File: src/hbs_ram.sv
// Generic single-port-write, single-port-read RAM with registered read.
// No dependencies.
module hbs_ram #(
    parameter int WIDTH = 16,
    parameter int DEPTH = 256
) (
    input  logic                     i_clk,
    input  logic                     i_we,
    input  logic [$clog2(DEPTH)-1:0] i_waddr,
    input  logic [WIDTH-1:0]         i_wdata,
    input  logic [$clog2(DEPTH)-1:0] i_raddr,
    output logic [WIDTH-1:0]         o_rdata
);

    logic [WIDTH-1:0] r_mem [DEPTH];
    logic [WIDTH-1:0] r_rdata;

    always_ff @(posedge i_clk) begin
        if (i_we) begin
            r_mem[i_waddr] <= i_wdata;
        end
        r_rdata <= r_mem[i_raddr];
    end

    assign o_rdata = r_rdata;

endmodule

File: config.mk
export PLATFORM = sky130hd
export DESIGN_NAME = hbs_ram
export DESIGN_NICKNAME = d
export VERILOG_FILES = /design/src/hbs_ram.sv
export SDC_FILE = /design/constraint.sdc
export NUM_CORES = 2
export LEC_CHECK = 0
export BUFFER_PORTS_ARGS = -buffer_cell sky130_fd_sc_hd__clkbuf_2
export CORE_MARGIN = 3
export CORE_UTILIZATION = 49
export DETAILED_ROUTE_END_ITERATION = 16
export SETUP_SLACK_MARGIN = 0.2
export SLEW_MARGIN = 20
export SYNTH_ARGS = -nofsm -noshare
export SYNTH_HDL_FRONTEND = slang
export SYNTH_SLANG_ARGS = --single-unit
File: constraint.sdc
create_clock -name i_clk -period 6.26 [get_ports i_clk]
set_input_delay 0.626 -clock i_clk [delete_from_list [all_inputs] [get_ports i_clk]]
set_output_delay 0.626 -clock i_clk [all_outputs]
set_load 0.1 [all_outputs]
# Word-level counts from Yosys, hierarchy flattened

Memory sizes are Yosys's and may differ from the RTL's. A register that Yosys moved wholly into a read port is not among the register bits.
Cells that the tools add are included.

Multiplexer cells: 2

Operator list:

| kind              | number |
|---|---|
| two-way mux 1 bit | 2 |

Register bits after elaboration: 0
Memory bits (writable): 4096
Input bits: 34
Output and inout port bits: 16
Memories: 1

Memory list:

| name  | words | bits a word | rd ports | clocked after Yosys merged registers in | write ports | line | source |
|---|---|---|---|---|---|---|---|
| r_mem | 256   | 16          | 1        | 1                                       | 1           | 15   | `logic [WIDTH-1:0] r_mem [DEPTH];` |

# Depth between registers and ports, before layout

Depth after elaboration: 2
Mapped depth: 12
Gate-level depth less buffers: 6

# Least setup slack after synthesis

OpenSTA, ideal clock, no wires.

Path type: input-to-reg
Start: in i_waddr[3]
End: mem r_mem[235][0] (enable)
Library setup time: 0.388 ns
Data arrival time: 2.403 ns
Required time: 5.872 ns
Setup slack: 3.469 ns
Stages on the path: 6
Cell sequence: clkbuf_1 nor2b_1 clkbuf_1 nand4_1 clkbuf_1 nor2_1

RTL lines:

| item            | line | source |
|---|---|---|
| start, declared | 9    | `input logic [$clog2(DEPTH)-1:0] i_waddr,` |
| end, declared   | 15   |  |

Straight into the memory's write port.

==> summary.md <==
At the end of the flow, the number of nets in the layout was 7776. After clock tree synthesis, the clock-pin slew on the worst setup and hold paths is 0.06 ns. The tools report the library cell used as clock root buffer as sky130_fd_sc_hd__clkbuf_16. The detailed router placed 78.8k vias in this run.

For this run, the total global-route usage over all layers was measured as 25.6%. Synthesis produced a netlist whose cell count is 7360. Per report_power, the combinational group accounts for 5.2% of the total. Entering global routing, the biggest net connects 176 pins. Area of the core region: 322000 µm².

The classification of the worst-slack hold path is input port to register. After layout, the design draws a total of 57.6 mW. Dividing the detail-routed via count by the number of cells gives 6.35. The logs give 256 MHz for the maximum clock rate and 12.4k for the number of cells in the finished layout apart from fillers. For the worst setup path, the data arrival time is 4.77 ns. The cell row count was 208; the headroom to the max-slew limit was 16.6%. The tools report the last weighted congestion value of the routability-driven placer as 0.908.

The number of nets still failing antenna checks after routing was 0. The routed design has 427000 µm of wire. Dividing total power by cell area gives a power density of 322 nW/µm².

For the max-capacitance violation count, the log shows 0. The cell family contributing the most delay on the critical path is simple AND/OR/NAND/NOR gates. The synthesized design contains 4096 enable-type register cells.

The number of buffers and inverters on the critical path is 2. Final design utilization: 55.6%. The final critical-path share of the clock period works out to 62.5%. The layer flagged by global routing as most heavily used is met2. During I/O placement, the number of pins put on the boundary was 50. The initial utilization of the core area, before any placement, comes to 49.3%. In the global route stage, met2 resource usage came out at 39.9%. Number of antenna violations at the first check in global routing: 27.

Most used flip-flop cell after synthesis: sky130_fd_sc_hd__edfxtp_1. Global routing consumed, on the met1 layer, 37.0% of the routing resources. The run gives 123000 µm² as the area occupied by registers.

The count of final hold-check violations was 0; the ratio of cells with drive above 1 in the final layout was 25.0%. The transition time of the tightest slew-check pin came out at 1.25 ns. The max-slew violation count was 0. The time the worst path needs with I/O delays and setup works out to 3.91 ns. After Yosys synthesis, and, or, nand and nor cells account for 1.57% of the synthesized area.

The tools report the global-route wire length before repair as 602000 µm. The register bit total from synthesis was 4112; the number of buffers added by the clock tree synthesis step was 417. Setup violations remaining at the end of the flow were counted as 0. The proportion of synthesized flip-flops having asynchronous set or reset came out at 0%. VDD sags by at most 0.250 mV. After detailed routing, the average wire length per cell comes to 34.5 µm. Summed over all nets, the half-perimeter wirelength after detailed placement is 249000 µm. The clock tree synthesis step divided the H-tree into 5 levels. The logs give 0 for the post-CTS setup buffer count and 52.8% for the proportion of power drawn by flip-flops and latches.

The number of buffers between clock root and the deepest sink is 4. The run finished with clean final reports. The tools report the total number of clock tree sinks as 4112. After synthesis the cells add up to 159000 µm².

In this run the tool buffered the top-level ports with 49 buffer cells. The cell that appears most often on the critical path is sky130_fd_sc_hd__a21oi_1. The share of synthesized area spent on multiplexers was 15.5%. The slowest cell on the critical path was sky130_fd_sc_hd__a21oi_1. Counting the fill cells in the layout gives 24.1k. Of the total synthesized cell area, the portion taken by XOR and XNOR cells is 0%. The later pin in the worst-skew pair is clocked with a latency of 0.97 ns.

The worst setup path is captured at a register. The leftover overflow at the end of global routing was 0; the layout-stage area growth over the synthesis result was 12.8%. The multi-input combinational cells in the finished layout cover a total of 33300 µm². The signal on the critical path passes through buf_8 > nand2b_4 > buf_4 > o221ai_1 > a21oi_1 > a21oi_1 > nand4_1 > nor4_1. STA puts the critical path data required time at 7.12 ns. The die covers 331000 µm². The tools report the part of the total power dissipated in the clock network as 42.1%. Category of the critical setup timing path: input port to register. TritonCTS built the clock tree. The synthesized netlist devotes 3.54% of its cell area to compound gates. Setup repair after global routing left no endpoint under its margin. Summed over all nets, the switching power comes to 12.4 mW. By area, the combinational part of the netlist is dominated by multiplexers. After synthesis, the netlist uses 52 different library cells. Of the synthesized area, sequential elements account for 77.7%.

The logs give 77.7k for the via count of the first global-routing pass and 0 ns for the aggregate negative setup slack. The largest single stage delay on the critical path is 0.87 ns. In this run, post-CTS hold repair placed 0 buffers. Summing the areas of all fa, ha and maj instances in the mapped netlist gives 0% of the synthesized area.

The internal cell power is 45.2 mW, and the detailed-routing iteration count for the pre-antenna-repair pass is 6. Summed over all cells, the static leakage comes to 56.4 nW. The clock arrives with 0.0502 ns of skew. Measured along the x axis, the die boundary spans 575 µm.

In the routed design, unresolved DRC markers number 0. In the global route stage, met3 resource usage came out at 4.61%. The tools report the number of gates given a new drive strength after cts as 0.

Counting tap cells, the placed design contains a total of 11.6k instances. The logs give 7394 for the post-synth net total and 0.100 ns for the worst hold slack across all endpoints. The tools report the kind of start point of the critical path as an input port.

Synthesized area per cell: 21.6 µm². The highest fanout seen on the critical path was 53. In this run switching power makes up 21.6% of total power.

The tools report the number of design-rule violations left by the first detailed-router iteration as 10.4k. During synthesis, Yosys emitted a total of 0 warnings. The die extent in y came out at 575 µm.
[layer usage]
metal,part of all wire (%),wire [µm]
met5,0.0089,38
met2,47,202000
met1,40,173000
met4,3.4,14600
met3,8.8,37600
[final cells by class]
class                           count  share of cell area [%]
Antenna cell                       10                  0.0140
Clock buffer                      501                    6.07
Clock inverter                    258                    1.32
Inverter                            4                  0.0154
Multi-Input combinational cell   2792                    18.6
Sequential cell                  4112                    68.9
Tap cell                         4305                    3.01
Timing Repair Buffer              415                    2.06
[stage by stage]
stage                     worst slack [ns]  area (µm²)
after floorplan                       3.47      159000
after global placement                1.41      165000
after detailed placement              1.61      166000
after CTS                             2.59      179000
after global routing                  2.39      179000
final                                 2.35      179000
[flip-flops by register name, indices dropped and copies added (netlist names)]
name,cells
r_mem,4096
o_rdata,16
[power by group through the flow]
stage                     clock network [mW]  registers, mW  logic, mW
after detailed placement                   0           31.0       2.98
final                                   24.3           30.4       2.97
after floorplan                            0           31.1       1.50
after global placement                     0           31.0       2.93
after CTS                               24.6           30.4       2.98
after global routing                    25.7           30.4       3.10
[final timing paths]
path,start,to,slack [ns],cells past startpoint
worst max-delay path,i_raddr[1],o_rdata[8],2.35,8
worst min register to register,r_mem[97][0],o_rdata[0],1.00,6
worst max register to register,r_mem[11][15],o_rdata[15],2.96,6
worst min-delay path,i_wdata[7],r_mem[70][7],0.10,1
[layout by cell type (no fill, tap or decap), drive strengths merged, types with 26 or more instances in the layout]
master / netlist / layout
edfxtp: 4096 / 4096
nand4: 26 / 26
a21oi: 175 / 175
mux4: 797 / 797
nand2: 38 / 38
nor3: 92 / 92
o221ai: 253 / 253
a22o: 32 / 32
a221oi: 28 / 28
nor2: 304 / 304
o21ai: 38 / 38
bufinv: 0 / 38
nand3: 35 / 35
mux2i: 565 / 565
clkbuf: 230 / 530
clkinv: 0 / 195
a22oi: 43 / 43
mux2: 88 / 88
o22ai: 148 / 148
buf: 222 / 386
[cells in the mapped netlist (18+ instances only)]
cell / instances / area (µm²)
sky130_fd_sc_hd__a211oi_1: 18 / 135
sky130_fd_sc_hd__a21oi_1: 175 / 876
sky130_fd_sc_hd__a221oi_1: 28 / 245
sky130_fd_sc_hd__a22o_1: 32 / 280
sky130_fd_sc_hd__a22oi_1: 43 / 323
sky130_fd_sc_hd__buf_1: 27 / 101
sky130_fd_sc_hd__buf_2: 76 / 380
sky130_fd_sc_hd__buf_4: 26 / 195
sky130_fd_sc_hd__buf_6: 77 / 867
sky130_fd_sc_hd__clkbuf_1: 230 / 863
sky130_fd_sc_hd__edfxtp_1: 4096 / 123000
sky130_fd_sc_hd__mux2_2: 88 / 991
sky130_fd_sc_hd__mux2i_1: 565 / 5660
sky130_fd_sc_hd__mux4_2: 797 / 17900
sky130_fd_sc_hd__nand2_1: 38 / 143
sky130_fd_sc_hd__nand3_1: 35 / 175
sky130_fd_sc_hd__nand4_1: 26 / 163
sky130_fd_sc_hd__nor2_1: 304 / 1140
sky130_fd_sc_hd__nor3_1: 92 / 460
sky130_fd_sc_hd__o21ai_0: 37 / 185
sky130_fd_sc_hd__o221ai_1: 252 / 2210
sky130_fd_sc_hd__o22ai_1: 148 / 926
sky130_fd_sc_hd__o32ai_1: 20 / 175
[kinds of logic (layout without fill, tap and decap cells)]
kind of cell | after synthesis | after routing
AO/OA/AOI/OAI | 786 | 786
multiplexers | 1450 | 1450
buffers and inverters | 456 | 1178
other | 0 | 10
flip-flops | 4112 | 4112
AND/OR/NAND/NOR | 556 | 556
No activity file was read; power rests on OpenSTA's default activity.
