## src/hbs_pkg.sv

```systemverilog
// Shared types and constants of the heightmap bilinear sampler.
// No dependencies; used by the top level, hbs_axis and the testbench.
package hbs_pkg;

    localparam int DEFAULT_GRID_WIDTH = 256;
    localparam int DEFAULT_GRID_DEPTH = 256;

    localparam int POS_W  = 24;
    localparam int INV_W  = 16;
    localparam int HGT_W  = 16;
    localparam int FRAC_W = 8;
    localparam int CFG_IDX_W = 2;

    localparam logic [INV_W-1:0] INV_CELL_SIZE_RESET = 16'd256;

    typedef enum logic [CFG_IDX_W-1:0] {
        CFG_ORIGIN_X      = 2'd0,
        CFG_ORIGIN_Z      = 2'd1,
        CFG_INV_CELL_SIZE = 2'd2
    } t_cfg_idx;

    typedef enum logic {
        REQ_WRITE = 1'b0,
        REQ_QUERY = 1'b1
    } t_req;

    typedef struct packed {
        logic sub_en;
        logic mul_en;
    } t_axis_ctl;

endpackage

```

## src/hbs_axis.sv

```systemverilog
// One axis of the position-to-cell mapping: origin subtract, reciprocal
// multiply, floor to cell index with fraction, edge clamp. Uses hbs_pkg.
module hbs_axis #(
    parameter int SIZE = hbs_pkg::DEFAULT_GRID_WIDTH
) (
    input  logic                              i_clk,
    input  hbs_pkg::t_axis_ctl                i_ctl,
    input  logic signed [hbs_pkg::POS_W-1:0]  i_pos,
    input  logic signed [hbs_pkg::POS_W-1:0]  i_org,
    input  logic [hbs_pkg::INV_W-1:0]         i_inv,
    output logic [$clog2(SIZE)-1:0]           o_idx0,
    output logic [$clog2(SIZE)-1:0]           o_idx1,
    output logic [hbs_pkg::FRAC_W-1:0]        o_frac,
    output logic                              o_oob
);

    localparam int IW   = $clog2(SIZE);
    localparam int DW   = hbs_pkg::POS_W + 1;
    localparam int PW   = DW + hbs_pkg::INV_W + 1;
    localparam int CW   = PW - 16;
    localparam int EW   = CW + 1;
    localparam logic signed [EW-1:0] LAST = EW'(SIZE - 1);
    localparam logic [IW-1:0] LAST_IDX = IW'(SIZE - 1);

    logic signed [DW-1:0] r_diff;
    logic signed [PW-1:0] r_prod;
    logic signed [hbs_pkg::INV_W:0] w_inv_s;
    logic signed [PW-1:0] w_prod;
    logic signed [EW-1:0] w_cell0;
    logic signed [EW-1:0] w_cell1;

    assign w_inv_s = $signed({1'b0, i_inv});
    assign w_prod  = r_diff * w_inv_s;

    always_ff @(posedge i_clk) begin
        if (i_ctl.sub_en) begin
            r_diff <= {i_pos[hbs_pkg::POS_W-1], i_pos} - {i_org[hbs_pkg::POS_W-1], i_org};
        end
        if (i_ctl.mul_en) begin
            r_prod <= w_prod;
        end
    end

    // floor: arithmetic view of the top bits
    assign w_cell0 = {r_prod[PW-1], r_prod[PW-1:16]};
    assign w_cell1 = w_cell0 + EW'(1);
    assign o_frac  = r_prod[15:8];

    assign o_idx0 = (w_cell0 < 0) ? '0 : ((w_cell0 > LAST) ? LAST_IDX : w_cell0[IW-1:0]);
    assign o_idx1 = (w_cell1 < 0) ? '0 : ((w_cell1 > LAST) ? LAST_IDX : w_cell1[IW-1:0]);
    assign o_oob  = (w_cell0 < 0) || (w_cell0 > LAST) || ((w_cell0 == LAST) && (o_frac != '0));

endmodule

```

## config.mk

```make
export PLATFORM = sky130hd
export DESIGN_NAME = hbs_axis
export DESIGN_NICKNAME = d
export VERILOG_FILES = /design/src/hbs_pkg.sv /design/src/hbs_axis.sv
export SDC_FILE = /design/constraint.sdc
export NUM_CORES = 1
export LEC_CHECK = 0
export ABC_CLOCK_PERIOD_IN_PS = 19650
export BUFFER_PORTS_ARGS = -buffer_cell sky130_fd_sc_hd__buf_2
export CAP_MARGIN = 10
export CORE_MARGIN = 2
export CORE_UTILIZATION = 44
export CTS_CLUSTER_DIAMETER = 80
export DETAILED_ROUTE_END_ITERATION = 7
export PLACE_DENSITY_LB_ADDON = 0.2
export SLEW_MARGIN = 20
export SYNTH_ARGS = -nofsm -noshare
export SYNTH_HDL_FRONTEND = slang
export SYNTH_SLANG_ARGS = --single-unit
```

## constraint.sdc

```tcl
create_clock -name i_clk -period 19.65 [get_ports i_clk]
set_clock_uncertainty 0.2 [all_clocks]
set_input_delay 2.9475 -clock i_clk [delete_from_list [all_inputs] [get_ports i_clk]]
set_output_delay 2.9475 -clock i_clk [all_outputs]
set_load 0.02 [all_outputs]
```

Word-level counts from Yosys, hierarchy flattened:

Cells that the tools add are included.
W data, S select, Z words.

* register bits: 67
* input port bits: 67
* output and inout port bits: 25
* word-level logic and storage cells: 18

* $add $sub $neg: 2
* multiply operators: 1
* $lt $le $gt $ge: 4
* equal/unequal tests: 1
* multiplexer cells: 4
* reductions and logical operators: 4

Operators by type and width (number)
* $mul A25 B17 Y42: 1
* $mux W8: 4
* $add A26 B2 Y27 const B: 1
* $gt A27 B9 Y1 const B: 1
* $lt A27 B1 Y1 const B: 1
* $eq A26 B9 Y1 const B: 1
* $gt A26 B9 Y1 const B: 1
* $lt A26 B1 Y1 const B: 1
* $sub A24 B24 Y25: 1
* $reduce_bool A8 Y1: 1
* $logic_or A1 B1 Y1: 2
* $logic_and A1 B1 Y1: 1

Longest topological paths before layout:

Gate-level depths: netlist of run 1.

* depth after elaboration: 4
* gate-level depth with buffers: 25
* gate-level depth less buffers: 24

Worst setup path before layout of run 1:

OpenSTA, ideal clock, no wires.

* path type: in2reg
* start point: in i_inv[10] in the netlist's numbering
* end point: reg r_prod[40], data pin
* data arrival time: 8755 ps
* required time: 19193 ps
* path slack: 10438 ps
* stages on the path: 22
* cell sequence: clkbuf_1 -> clkbuf_1 -> nand2_1 -> fa_1 -> inv_1 -> fa_1 -> inv_1 -> fa_1 -> inv_1 -> fa_1 -> fa_1 -> inv_1 -> fa_1 -> inv_1 -> ha_1 -> a21o_1 -> a211o_1 -> o31a_2 -> a211oi_4 -> nor4_4 -> o22a_2 -> xor2_1

* word-level cells in the longest chain between the ends: 1

Ends and longest elaborated chain
* start, declared: line hbs_axis.sv:10 `input logic [hbs_pkg::INV_W-1:0] i_inv,`
* $mul A25 B17 Y42: line hbs_axis.sv:33 `assign w_prod = r_diff * w_inv_s;`
* named net w_prod[40]: line hbs_axis.sv:28 `logic signed [PW-1:0] w_prod;`
* end signal, assigned: line hbs_axis.sv:40 `r_prod <= w_prod;`
* end, declared: line hbs_axis.sv:26 `logic signed [PW-1:0] r_prod;`

The timed path passes the listed nets, and every way through them passes these cells.
A chain may end at the register's enable or synchronous reset.

Worst setup path in the final report of run 1:

* start point: in i_inv[2] in the netlist's numbering
* end point: reg r_prod[40], data pin

Same word-level chain as after synthesis.

==> impl_metrics.tcl, run 1 <==
set metrics [dict create \
    crit_path_end_kind "flop" \
    hold_viol 0 \
    die_w_microns 206 \
    fp.dieH_microns 206 \
    slew_headroom 0.509 \
    fin_setup_tns_ns 0 \
    hp-class "flop to flop" \
    synth_flop_cell "edfxtp_1" \
    synthesis.nets 2556 \
    finalSetupViolCount 0 \
    hp-start "r_diff[0]$_DFFE_PP_" \
    worst_slew_pin_slew_ns 0.736 \
    status "complete, no violations" \
    drtIter0Drc 782 \
    syn_area_per_cell_sq_um 9.08 \
    synth.distinct_cells 66 \
    synth-seq-area-share 0.0989 \
    grt_max_degree 35 \
    core_sq_mm 0.0399 \
    ys_warn_count 0 \
    worstHoldPathCells 6 \
    rsz0062_at_grt "false" \
    vias 12700 \
    ctsResizeCount 0 \
    cts-root-buf "clkbuf_16" \
    criticalPathCategory "primary input to flop" \
    ys_seq_elements 59 \
    first_global_vias 13400 \
    die_area_sq_mm 0.0423 \
    r2r-start "r_diff[6]$_DFFE_PP_" \
    hpwl_mm 35.7 \
    firstDrtPassIters 5 \
    synth_most_common_cell "inv_1" \
    post_drt_wl_per_cell_microns 16.6 \
    yosys-top-cells-area "fa_1 (44%), inv_1 (11%), edfxtp_1 (9.9%), ha_1 (8.9%), and2_1 (5.8%)" \
    syn-cell-area_sq_mm 0.0179 \
    path_clk_slew_ns 0.06 \
    cts_max_level 3 \
    ff2ff_setup_slack_ns 12.40 \
    fin_ws_ns 10.27 \
    start_kind "primary input" \
    cp.arrival_ns 9.29 \
    reg2reg_depth 21 \
    drv_cap 0 \
    grt_util_all_layers 0.215 \
    postRouteAntennaNets 0 \
    wl_mm 42.1 \
    ios 92 \
    post-route-drc-count 0 \
    vias_per_cell 5.00 \
    fill_cells 3809 \
    clockBufferDepth 2 \
    initial_core_util 0.449 \
    ctsHoldBuffers 0 \
    synth.top_cell.area_share 0.436 \
    cp.required_ns 19.56 \
    netlist_instances 1972 \
    cp_max_fo 25 \
    insertion_delay_ns 0.37 \
    finalWeightedCongestion 0.877 \
    finalNetCount 2587 \
    post-synth-top-area-cell "fa_1" \
    cts_buffers 9 \
    cts_tree "built" \
    netlist_top_cells_count "inv_1 (524), fa_1 (390), nand2_1 (269)" \
    r2r-end "r_prod[37]$_DFFE_PP_" \
    synth_edf_count 59 \
    grt.overflow.total 0 \
    num_rows 73 \
    layout_min_cycle_time_ns 9.38 \
    antenna_found_initial 3 \
    cp-startpoint "i_inv[2]" \
    syn2layout_area_growth_pct 6.39 \
    hold_path_end "r_prod[8]$_DFFE_PP_" \
    grt_pass1_wl_mm 70.7 \
    fin_crit_sh 0.477 \
    maxSlewViolCount 0 \
    ys_async_sr_fraction 0 \
    cts.sinks 59 \
    drive_gt1_frac 0.0623 \
    postCtsSetupBuffers 0 \
    io_buffers 91 \
    max_freq_ghz 0.107 \
    hold_ws_ns 1.46 \
    post-place-ws_ns 9.88 \
]
routing by layer:
metal	routed length (microns)	vias up	part of all wire	global-route usage
met5	24	-	0.00057	0
met3	3320	25	0.079	0.0429
met2	17500	383	0.42	0.320
li1	-	5929	-	-
met4	339	4	0.0081	0.0347
met1	20900	6334	0.50	0.330
worst max-delay path by stage:
stage               slack, ns  cells after the start              endpoint
global route             9.75                     21  r_prod[40]$_DFFE_PP_
detailed placement       9.88                     21  r_prod[40]$_DFFE_PP_
global placement        10.04                     21  r_prod[40]$_DFFE_PP_
finish                  10.27                     21  r_prod[40]$_DFFE_PP_
floorplan               10.44                     22  r_prod[40]$_DFFE_PP_
CTS                     10.27                     21  r_prod[40]$_DFFE_PP_
worst max-delay path: stages:
cell,delay [ns]
buf_2,0.41
nand2_1,0.24
fa_1,0.76
fa_1,0.48
inv_1,0.31
fa_1,0.51
fa_1,0.51
fa_1,0.49
inv_1,0.05
fa_1,0.48
inv_1,0.05
ha_1,0.33
a21o_1,0.18
a21o_1,0.17
a21oi_1,0.31
o21ai_0,0.14
a21oi_1,0.16
o21bai_1,0.12
or2_2,0.29
o22a_2,0.19
xor2_1,0.14
per-stage QoR:
step / instance area [sq um] / utilization / std cells
after global placement: 18700 / 0.469 / 2517
final: 19100 / 0.477 / 2534
after floorplan: 17900 / - / 1972
after CTS: 19100 / 0.477 / 2533
after global routing: 19100 / 0.477 / 2534
after detailed placement: 18700 / 0.469 / 2517
cells by family after synthesis:
group / Yosys count / synth area share
compound gates: 168 / 0.0606
flops: 59 / 0.0989
simple gates: 569 / 0.158
buf+inv: 595 / 0.126
xor+xnor: 62 / 0.0303
fa+ha+maj: 517 / 0.525
mux: 2 / 0.00119
sequential cells by signal, indices dropped and copies added (netlist names):
register  flops
r_diff       25
r_prod       34
final cells by class:
cell class                 instances  area, sq um  area share
multi-input combinational       1318        13900       0.728
inverter                         524         1970       0.103
tap                              525          657      0.0345
sequential                        59         1770      0.0930
timing repair buffer              91          455      0.0239
clock buffer                       9          225      0.0118
antenna                            1         2.50    0.000131
clock inverter                     7          101     0.00532
cells in the final DEF (no fill, tap or decap), drive strengths merged, types with 12 or more instances in the layout:
cell and n:
inv 525, nand4 16, xnor2 46, buf 91, nor3 14, fa 390, and2 165, nor2 43
a21o 14, nand2 271, o21ai 26, a21oi 68, ha 127, xor2 16, nand3 12, edfxtp 59
Power of run 1 is left out: the tool's default activity adds up to more than one toggle a clock period on the data nets, which glitch-free logic cannot reach.
==> inputs of run 2 (changes only) <==
- ABC_CLOCK_PERIOD_IN_PS: 19650 -> 7800
- clock period: 19.65 -> 7.8 ns (I/O delays scaled with it)
==> run 2 against run 1 <==
Effect of this change:
- die area unchanged
- critical endpoint is now r_prod[37]$_DFFE_PP_
- largest cell class unchanged
- highest routed layer unchanged
- global-route usage about the same
- worst setup slack got worse by 9.8 ns
==> impl_metrics.tcl, run 2 (synthesized netlist as in run 1, its figures left out) <==
set metrics [dict create \
    finalWeightedCongestion 0.878 \
    antenna_found_initial 1 \
    grt_max_degree 35 \
    start_kind "primary input" \
    ff2ff_setup_slack_ns 0.74 \
    first_global_vias 13900 \
    finalSetupViolCount 0 \
    drv_cap 0 \
    fill_cells 3753 \
    die_area_sq_mm 0.0423 \
    cp.required_ns 7.68 \
    post_drt_wl_per_cell_microns 16.4 \
    layout.cells.non_filler 2561 \
    grt.overflow.total 0 \
    top_register "r_prod" \
    postRouteAntennaNets 0 \
    cts_tree "built" \
    dp.cells 2545 \
    vias 12700 \
    cts.sinks 59 \
    num_rows 73 \
    layout_commonest_cell "inv_1" \
    path_clk_slew_ns 0.06 \
    status "complete, no violations" \
    cp.arrival_ns 7.22 \
    cp_max_fo 25 \
    largest_reg_flops 34 \
    diodes 0 \
    fp.dieH_microns 206 \
    firstDrtPassIters 7 \
    hold_viol 0 \
    worst_slew_pin_slew_ns 0.769 \
    rsz0062_at_grt "false" \
    mostFrequentLayoutCells "inv_1 (524), fa_1 (390), nand2_1 (269)" \
    cts_buffers 9 \
    ctsResizeCount 0 \
    vias_per_cell 4.97 \
    postCtsSetupBuffers 0 \
    slew_headroom 0.487 \
    maxSlewViolCount 0 \
    post-route-drc-count 0 \
    ctsHoldBuffers 0 \
    max_freq_ghz 0.136 \
    reg_top3 "r_prod: 34 flops, r_diff: 25 flops" \
    grt_pass1_wl_mm 71.6 \
    grt_util_all_layers 0.215 \
    wl_mm 41.9 \
    cts-root-buf "clkbuf_16" \
    io_buffers 91 \
    initial_core_util 0.449 \
    drive_gt1_frac 0.0747 \
    fin_crit_sh 0.941 \
    finalNetCount 2615 \
    ios 92 \
    die_w_microns 206 \
    drtIter0Drc 811 \
    crit_path_end_kind "flop" \
    hp-class "primary input to flop" \
    insertion_delay_ns 0.36 \
    syn2layout_area_growth_pct 7.71 \
    clockBufferDepth 2 \
    criticalPathCategory "primary input to flop" \
    core_sq_mm 0.0399 \
    fin_setup_tns_ns 0 \
    cts_max_level 3 \
    layout_min_cycle_time_ns 7.34 \
    hpwl_mm 36.5 \
]
[run 2: cell count changes in the layout (fill, tap and decap cells not counted), sizes merged]
cell | before | now
buf | 91 | 119
clkbuf | 9 | 10
clkinv | 3 | 1
clkinvlp | 1 | 2
diode | 1 | 0
[run 2: area by class of cell]
type                    instances  area, sq um  area share
well taps                     525          657      0.0340
clock inverters                 6         88.8     0.00460
flip-flops and latches         59         1770      0.0918
multi-input cells            1318        13900       0.719
clock buffers                  10          229      0.0119
repair buffers                119          703      0.0364
inverters                     524         1970       0.102
[run 2: final timing paths]
check / end / start / depth (start not counted)
worst max-delay path: r_prod[37]$_DFFE_PP_ / i_inv[6] / 22
worst max register to register: r_prod[41]$_DFFE_PP_ / r_diff[8]$_DFFE_PP_ / 21
worst min-delay path: r_diff[0]$_DFFE_PP_ / i_org[0] / 3
worst min register to register: r_prod[8]$_DFFE_PP_ / r_diff[0]$_DFFE_PP_ / 6
[run 2: routing by layer]
metal,vias to the layer above,GRT usage,wire length [microns]
li1,5987,-,-
met1,6320,0.327,20400
met2,395,0.327,17800
met3,26,0.0421,3390
met4,2,0.0288,257
met5,-,0,13
[run 2: critical path, stage by stage]
cell and delay, ns:
buf_2 0.22, and2_1 0.21, fa_1 0.50, inv_1 0.05
fa_1 0.50, fa_1 0.53, inv_1 0.07, fa_1 0.47
fa_1 0.58, inv_1 0.07, fa_1 0.53, inv_1 0.04
ha_1 0.38, a21oi_1 0.25, nor2_1 0.06, o21ai_0 0.19
o2111ai_1 0.21, o2111ai_1 0.35, a31oi_1 0.18, a21oi_1 0.31
o21ai_0 0.17, xor2_1 0.17
[run 2: metrics by stage]
step / setup WS, ns / instance area [sq um] / hold slack [ns] / util
2_1_floorplan: 0.366 / 17900 / 0.898 / -
3_3_place_gp: 0.0767 / 19000 / 1.36 / 0.475
3_5_place_dp: 0.0630 / 19000 / 1.36 / 0.475
4_1_cts: 0.412 / 19300 / 0.992 / 0.483
5_1_grt: 0.129 / 19300 / 0.999 / 0.483
6_report: 0.458 / 19300 / 0.997 / 0.483
Power of run 2 is left out for the same reason.
